$ cat config.mk
export PLATFORM = sky130hd
export DESIGN_NAME = ordered_list_append_delete
export DESIGN_NICKNAME = d
export VERILOG_FILES = /design/src/rtl/olad_pkg.sv /design/src/rtl/olad_cell.sv /design/src/rtl/ordered_list_append_delete.sv
export SDC_FILE = /design/constraint.sdc
export NUM_CORES = 2
export LEC_CHECK = 0
export ABC_AREA = 1
export BUFFER_PORTS_ARGS = -buffer_cell sky130_fd_sc_hd__buf_4
export CAP_MARGIN = 30
export CORE_UTILIZATION = 60
export CTS_BUF_LIST = sky130_fd_sc_hd__clkbuf_8
export CTS_CLUSTER_SIZE = 10
export DETAILED_ROUTE_END_ITERATION = 16
export PLACE_DENSITY = 0.8
export SETUP_SLACK_MARGIN = 0.15
export SYNTH_ARGS = -nofsm -noshare
export SYNTH_HDL_FRONTEND = slang
export SYNTH_HIERARCHICAL = 1
export SYNTH_SLANG_ARGS = --single-unit
$ cat constraint.sdc
create_clock -name clk_i -period 18.1 [get_ports clk_i]
set_input_delay 1.81 -clock clk_i [delete_from_list [all_inputs] [get_ports clk_i]]
set_output_delay 1.81 -clock clk_i [all_outputs]
set_load 0.05 [all_outputs]
$ cat src/rtl/olad_pkg.sv
// olad_pkg: shared types and constants for the ordered list block.
// Request and status codes, cell commands and the control state type.
// No dependencies.
package olad_pkg;

  localparam int DEFAULT_CAPACITY = 16;
  localparam int VAL_W            = 32;
  localparam int REQ_W            = 2;
  localparam int STATUS_W         = 3;

  typedef enum logic [REQ_W-1:0] {
    REQ_APPEND = 2'd0,
    REQ_DELETE = 2'd1,
    REQ_READ   = 2'd2
  } req_e;

  typedef enum logic [STATUS_W-1:0] {
    STAT_APPENDED = 3'd0,
    STAT_DELETED  = 3'd1,
    STAT_NOTFOUND = 3'd2,
    STAT_EMPTY    = 3'd3,
    STAT_LISTED   = 3'd4,
    STAT_FULL     = 3'd5
  } status_e;

  typedef enum logic [1:0] {
    CELL_HOLD   = 2'd0,
    CELL_APPEND = 2'd1,
    CELL_DELETE = 2'd2,
    CELL_ROTATE = 2'd3
  } cell_op_e;

  typedef enum logic {
    S_IDLE = 1'b0,
    S_READ = 1'b1
  } state_e;

  typedef struct packed {
    cell_op_e                 op;
    logic signed [VAL_W-1:0]  item;
  } cell_cmd_t;

endpackage

$ cat src/rtl/olad_cell.sv
// olad_cell: one list slot holding a value and its valid flag.
// Uses olad_pkg for the command struct; chained head to tail by the top level.
module olad_cell (
  input  logic                              clk_i,
  input  logic                              rst_ni,
  input  olad_pkg::cell_cmd_t               cmd_i,
  input  logic signed [olad_pkg::VAL_W-1:0] head_value_i,
  input  logic                              prev_valid_i,
  input  logic signed [olad_pkg::VAL_W-1:0] next_value_i,
  input  logic                              next_valid_i,
  input  logic                              seen_i,
  output logic signed [olad_pkg::VAL_W-1:0] value_o,
  output logic                              valid_o,
  output logic                              seen_o
);

  logic signed [olad_pkg::VAL_W-1:0] value_q, value_d;
  logic                              valid_q, valid_d;
  logic                              match;

  assign match  = valid_q && (value_q == cmd_i.item);
  // set from the first matching slot onwards
  assign seen_o = seen_i | match;

  always_comb begin
    value_d = value_q;
    valid_d = valid_q;
    case (cmd_i.op)
      olad_pkg::CELL_APPEND: begin
        // first free slot takes the new value
        if (!valid_q && prev_valid_i) begin
          value_d = cmd_i.item;
          valid_d = 1'b1;
        end
      end
      olad_pkg::CELL_DELETE: begin
        if (seen_o) begin
          value_d = next_value_i;
          valid_d = next_valid_i;
        end
      end
      olad_pkg::CELL_ROTATE: begin
        // tail slot picks up the old head, the rest move up
        if (valid_q) begin
          value_d = next_valid_i ? next_value_i : head_value_i;
        end
      end
      default: begin
      end
    endcase
  end

  always_ff @(posedge clk_i or negedge rst_ni) begin
    if (!rst_ni) begin
      valid_q <= 1'b0;
    end else begin
      valid_q <= valid_d;
    end
  end

  always_ff @(posedge clk_i) begin
    value_q <= value_d;
  end

  assign value_o = value_q;
  assign valid_o = valid_q;

endmodule

$ cat src/rtl/ordered_list_append_delete.sv
// ordered_list_append_delete: top level, control and chain of list cells.
// Depends on olad_pkg and olad_cell.
//
// Holds up to CAPACITY signed 32-bit values in append order, one per cell of a
// head-to-tail chain. Append and delete take one beat in and give one beat out;
// each is done on acceptance, all cells comparing in parallel and the cells
// behind a deleted match moving up one place as it is accepted. A
// read out gives one beat per held entry, last flagged, or a single empty beat;
// a non-empty read out loads one entry each time the output register is free, while
// the chain rotates its valid entries past the head, and input is stalled until
// the final beat is in the output register. Results pass through a one-deep
// output register; input is stalled while a result waits there under output
// stall, so a new request is taken only in a cycle where that register is empty
// or its beat leaves. Request type 3 is consumed with no result. No clearing
// pass after reset.
module ordered_list_append_delete #(
  parameter int CAPACITY = olad_pkg::DEFAULT_CAPACITY
) (
  input  logic                                 clk_i,
  input  logic                                 rst_ni,
  input  logic                                 in_valid_i,
  output logic                                 in_stall_o,
  input  logic [olad_pkg::REQ_W-1:0]           req_type_i,
  input  logic signed [olad_pkg::VAL_W-1:0]    item_value_i,
  output logic                                 out_valid_o,
  input  logic                                 out_stall_i,
  output logic signed [olad_pkg::VAL_W-1:0]    result_value_o,
  output logic [olad_pkg::STATUS_W-1:0]        status_o,
  output logic                                 last_o
);

  localparam int CntW = $clog2(CAPACITY + 1);

  olad_pkg::state_e    state_q, state_d;
  logic [CntW-1:0]     cnt_q, cnt_d;
  logic [CntW-1:0]     rem_q, rem_d;
  olad_pkg::cell_cmd_t cmd;

  logic                              out_valid_q;
  logic signed [olad_pkg::VAL_W-1:0] res_value_q, res_value_d;
  olad_pkg::status_e                 res_status_q, res_status_d;
  logic                              res_last_q, res_last_d;
  logic                              load_out;

  logic signed [olad_pkg::VAL_W-1:0] cell_value [CAPACITY];
  logic                              cell_valid [CAPACITY];
  logic                              seen       [CAPACITY+1];

  logic in_acc, out_free, full, found;

  assign seen[0] = 1'b0;

  for (genvar i = 0; i < CAPACITY; i++) begin : g_cell
    logic signed [olad_pkg::VAL_W-1:0] nxt_value;
    logic                              nxt_valid;
    logic                              prv_valid;
    if (i == CAPACITY - 1) begin : g_tail
      assign nxt_value = '0;
      assign nxt_valid = 1'b0;
    end else begin : g_mid
      assign nxt_value = cell_value[i+1];
      assign nxt_valid = cell_valid[i+1];
    end
    if (i == 0) begin : g_head
      assign prv_valid = 1'b1;
    end else begin : g_body
      assign prv_valid = cell_valid[i-1];
    end
    olad_cell u_cell (
      .clk_i        (clk_i),
      .rst_ni       (rst_ni),
      .cmd_i        (cmd),
      .head_value_i (cell_value[0]),
      .prev_valid_i (prv_valid),
      .next_value_i (nxt_value),
      .next_valid_i (nxt_valid),
      .seen_i       (seen[i]),
      .value_o      (cell_value[i]),
      .valid_o      (cell_valid[i]),
      .seen_o       (seen[i+1])
    );
  end

  assign found      = seen[CAPACITY];
  assign full       = (cnt_q == CntW'(CAPACITY));
  assign out_free   = !out_valid_q || !out_stall_i;
  assign in_stall_o = (state_q == olad_pkg::S_READ) || !out_free;
  assign in_acc     = in_valid_i && !in_stall_o;

  always_comb begin
    state_d      = state_q;
    cnt_d        = cnt_q;
    rem_d        = rem_q;
    cmd.op       = olad_pkg::CELL_HOLD;
    cmd.item     = item_value_i;
    load_out     = 1'b0;
    res_value_d  = item_value_i;
    res_status_d = olad_pkg::STAT_EMPTY;
    res_last_d   = 1'b1;
    case (state_q)
      olad_pkg::S_IDLE: begin
        if (in_acc) begin
          case (olad_pkg::req_e'(req_type_i))
            olad_pkg::REQ_APPEND: begin
              cmd.op   = olad_pkg::CELL_APPEND;
              load_out = 1'b1;
              if (full) begin
                res_status_d = olad_pkg::STAT_FULL;
              end else begin
                res_status_d = olad_pkg::STAT_APPENDED;
                cnt_d        = cnt_q + CntW'(1);
              end
            end
            olad_pkg::REQ_DELETE: begin
              cmd.op   = olad_pkg::CELL_DELETE;
              load_out = 1'b1;
              if (cnt_q == '0) begin
                res_status_d = olad_pkg::STAT_EMPTY;
              end else if (found) begin
                res_status_d = olad_pkg::STAT_DELETED;
                cnt_d        = cnt_q - CntW'(1);
              end else begin
                res_status_d = olad_pkg::STAT_NOTFOUND;
              end
            end
            olad_pkg::REQ_READ: begin
              if (cnt_q == '0) begin
                load_out     = 1'b1;
                res_value_d  = '0;
                res_status_d = olad_pkg::STAT_EMPTY;
              end else begin
                state_d = olad_pkg::S_READ;
                rem_d   = cnt_q;
              end
            end
            default: begin
            end
          endcase
        end
      end
      olad_pkg::S_READ: begin
        if (out_free) begin
          cmd.op       = olad_pkg::CELL_ROTATE;
          load_out     = 1'b1;
          res_value_d  = cell_value[0];
          res_status_d = olad_pkg::STAT_LISTED;
          res_last_d   = (rem_q == CntW'(1));
          rem_d        = rem_q - CntW'(1);
          if (rem_q == CntW'(1)) begin
            state_d = olad_pkg::S_IDLE;
          end
        end
      end
      default: begin
        state_d = olad_pkg::S_IDLE;
      end
    endcase
  end

  always_ff @(posedge clk_i or negedge rst_ni) begin
    if (!rst_ni) begin
      state_q     <= olad_pkg::S_IDLE;
      cnt_q       <= '0;
      rem_q       <= '0;
      out_valid_q <= 1'b0;
    end else begin
      state_q <= state_d;
      cnt_q   <= cnt_d;
      rem_q   <= rem_d;
      if (load_out) begin
        out_valid_q <= 1'b1;
      end else if (!out_stall_i) begin
        out_valid_q <= 1'b0;
      end
    end
  end

  always_ff @(posedge clk_i) begin
    if (load_out) begin
      res_value_q  <= res_value_d;
      res_status_q <= res_status_d;
      res_last_q   <= res_last_d;
    end
  end

  assign out_valid_o    = out_valid_q;
  assign result_value_o = res_value_q;
  assign status_o       = res_status_q;
  assign last_o         = res_last_q;

endmodule
==> impl_metrics.ini <==
[power]
power_density_mw_per_mm2 = 198
p_clk_share_pct = 14.4
ir_drop_v = 0.000111
internal-power_uw = 4590
power.net_switching_uw = 4470
sw_frac_of_total_pct = 49.3
p_leak_uw = 0.0208
sequentialPowerShare_pct = 35.7
p_comb_share_pct = 49.9

[die]
core_area_mm2 = 0.0687
pin_count = 76
initial_core_util_pct = 60.8
chipHeight_um = 266
die_area_mm2 = 0.0706
die-width_um = 266
rows = 96

[timing]
post-route-min-period_ns = 6.69
fin_worst_hold_slack_ns = 0.531
timing.final.hold_violations = 0
finalClockSkew_ns = 0.0623
timing.final.setup_violations = 0
clock.fmax_mhz = 149
timing.setup.tns_ns = 0
slew_headroom_pct = 29.3
fin_crit_sh_pct = 37.0
rsz0062_at_grt = no
final-max-slew-violation-count = 0
worst_pin_slew_ns = 1.06

[cells_and_area]
filler_cell_count = 5748
mostFrequentLayoutCell = nand2_1
fraction_of_layout_instances_using_a_drive_strength_above_1_pct = 8.40
fin_nets = 5771
multi_input_comb_area_mm2 = 0.0197
register_area_mm2 = 0.0172
areaGrowthSynthToFinish_pct = 9.79
finalNonFillerCells = 6753
final_area_mm2 = 0.0458
final_core_util_pct = 66.7
layout_common_cells = nand2_1, inv_1, edfxtp_1

[global_route]
grt_first_pass_wirelength_um = 219000
grt_util_all_layers_pct = 40.6
grt_start_max_net_pins = 149
first_global_vias = 37841
antenna_violations_before_repair = 4
globalRoute.totalOverflow = 0

[clock_tree]
tritoncts = done
cts.hold.buffers_added = 0
post_cts_buffers = 0
cts.clk_slew.worst_paths_ns = 0.06
clockBufferDepth = 3
ctsResizeCount = 0
cts_buffers = 104
clock_tree.htree_level_count = 3
clkSinkCount = 576
clkLatencyLatePin_ns = 0.79
clock-root-buffer = clkbuf_8

[placed_design]
routabilityCongestion = 0.949
buffer_ports.inserted = 75
place_area_mm2 = 0.0437
dpl.cell_count = 6552
dp_hpwl_um = 93200

[critical_path]
critical_path.endpoint_type = register
critPathArrivalTime_ns = 7.12
reg2reg_from = state_q$_DFF_PN0_
worstRegToRegCells = 10
setup.worst_path.start_class = primary input
crit_path_max_fanout = 137
reg2reg_end = g_cell[10].u_cell/value_o[4]$_DFFE_PP_
worstPathRequired_ns = 18.53
reg2reg_setup_slack_ns = 12.04
type_of_the_worst_setup_path = primary input to register

[detailed_routing]
number_of_nets_with_antenna_violations_after_routing = 0
viasPerCell = 6.17
wirelength_per_cell_um = 21.8
starting_drt_drc_count = 5774
route.detailed.drc = 0
vias = 41676
drt_pre_antenna_iters = 8
totalWireLength_um = 147000

[min_path]
timing.hold.worst_path_depth = 2
worstHoldEndpoint = cnt_q[4]$_DFFE_PN0P_
timing.hold.worst.class = register to register
launch_instance_of_the_worst_min_delay_path = cnt_q[4]$_DFFE_PN0P_

[synth]
netlist_instances = 5670
synth.yosys.warnings = 6
async_flop_share_pct = 4.86
ys_ff_latch = 576
synth_enable_flop_cells = 548
number_of_distinct_library_cells_after_synthesis = 33
netlist_area_mm2 = 0.0418
synth_area_per_inst_um2 = 7.36
synth-seq-area-share_pct = 41.1
ys.flop_type = edfxtp_1

[status]
outcome = complete, no violations

[job]
cap_violations = 0
-- layout make-up --
type	instances	share of cell area [%]
multi-input cells	3793	42.9
flip-flops and latches	576	37.4
inverters	1078	8.84
repair buffers	174	3.63
clock buffers	116	3.48
well taps	931	2.54
clock inverters	82	1.18
diodes	3	0.0164
-- Yosys cell counts, types with 5 or more instances --
library cell | instances | share of area [%]
a21oi_1 | 419 | 5.0
buf_1 | 32 | 0.29
buf_2 | 99 | 1.2
buf_6 | 6 | 0.16
clkbuf_1 | 128 | 1.2
dfrtp_1 | 28 | 1.7
edfxtp_1 | 548 | 39
ha_1 | 5 | 0.15
inv_1 | 1076 | 9.7
nand2_1 | 1333 | 12
nand2_2 | 35 | 0.52
nand3_1 | 164 | 2.0
nand3_2 | 11 | 0.26
nand4_1 | 48 | 0.72
nor2_1 | 524 | 4.7
nor2_2 | 19 | 0.28
o21ai_0 | 411 | 4.9
o221ai_1 | 352 | 7.4
o22ai_1 | 16 | 0.24
o311ai_0 | 160 | 3.4
or2_2 | 80 | 1.2
xnor2_1 | 129 | 2.7
xor2_1 | 32 | 0.67
-- logic make-up after synthesis --
kind of cell | share of synthesized area [%]
AO/OA/AOI/OAI | 20.9
XOR/XNOR | 3.38
adder cells (fa/ha/maj) | 0.198
buffers and inverters | 12.5
flip-flops | 41.1
other | 0.0180
AND/OR/NAND/NOR | 21.8
-- registers in the layout, summed over array words and instances (netlist names) --
signal                 count
g_cell.u_cell/value_o    512
result_value_o            32
g_cell.u_cell/valid_o     16
cnt_q                      5
rem_q                      5
status_o                   3
last_o                     1
out_valid_o                1
state_q                    1
-- power by group through the flow --
stage	combinational [uW]	clock, uW	sequential (uW)
after floorplan	2800	0	3260
after global routing	4870	1350	3310
after CTS	4360	1300	3210
final	4520	1310	3230
after global placement	4130	0	3230
after detailed placement	4340	0	3230
-- metal layers --
layer | part of all wire, % | vias up | global-route usage [%]
met5 | 0.021 | - | 0
met4 | 7.9 | 2 | 27.2
met3 | 13 | 710 | 9.62
met2 | 43 | 2783 | 61.5
met1 | 36 | 19018 | 51.6
li1 | - | 19163 | -
-- worst max-delay path by stage --
stage	start	to	slack, ns
final	out_stall_i	g_cell[10].u_cell/value_o[4]$_DFFE_PP_	11.41
after global routing	out_stall_i	g_cell[10].u_cell/value_o[2]$_DFFE_PP_	11.20
after CTS	out_stall_i	g_cell[10].u_cell/value_o[4]$_DFFE_PP_	11.63
after detailed placement	out_stall_i	g_cell[10].u_cell/value_o[26]$_DFFE_PP_	10.87
after global placement	out_stall_i	g_cell[10].u_cell/value_o[26]$_DFFE_PP_	11.04
after floorplan	out_stall_i	g_cell[0].u_cell/value_o[0]$_DFFE_PP_	8.10
-- stage by stage --
stage / setup WS, ns / power, uW
2_1_floorplan: 8.10 / 6060
3_3_place_gp: 11.04 / 7360
3_5_place_dp: 10.87 / 7570
4_1_cts: 11.63 / 8880
5_1_grt: 11.20 / 9530
6_report: 11.41 / 9060
-- critical path: stages --
cell,delay (ns)
buf_4,0.11
nand2_1,0.19
nand2_2,0.58
o21ai_4,0.21
buf_4,0.48
buf_4,0.71
buf_12,0.55
inv_1,0.42
nor2_2,0.50
nand2_2,0.15
a21oi_2,0.79
buf_4,0.40
Note: power is estimated with default switching activity, not from simulation.
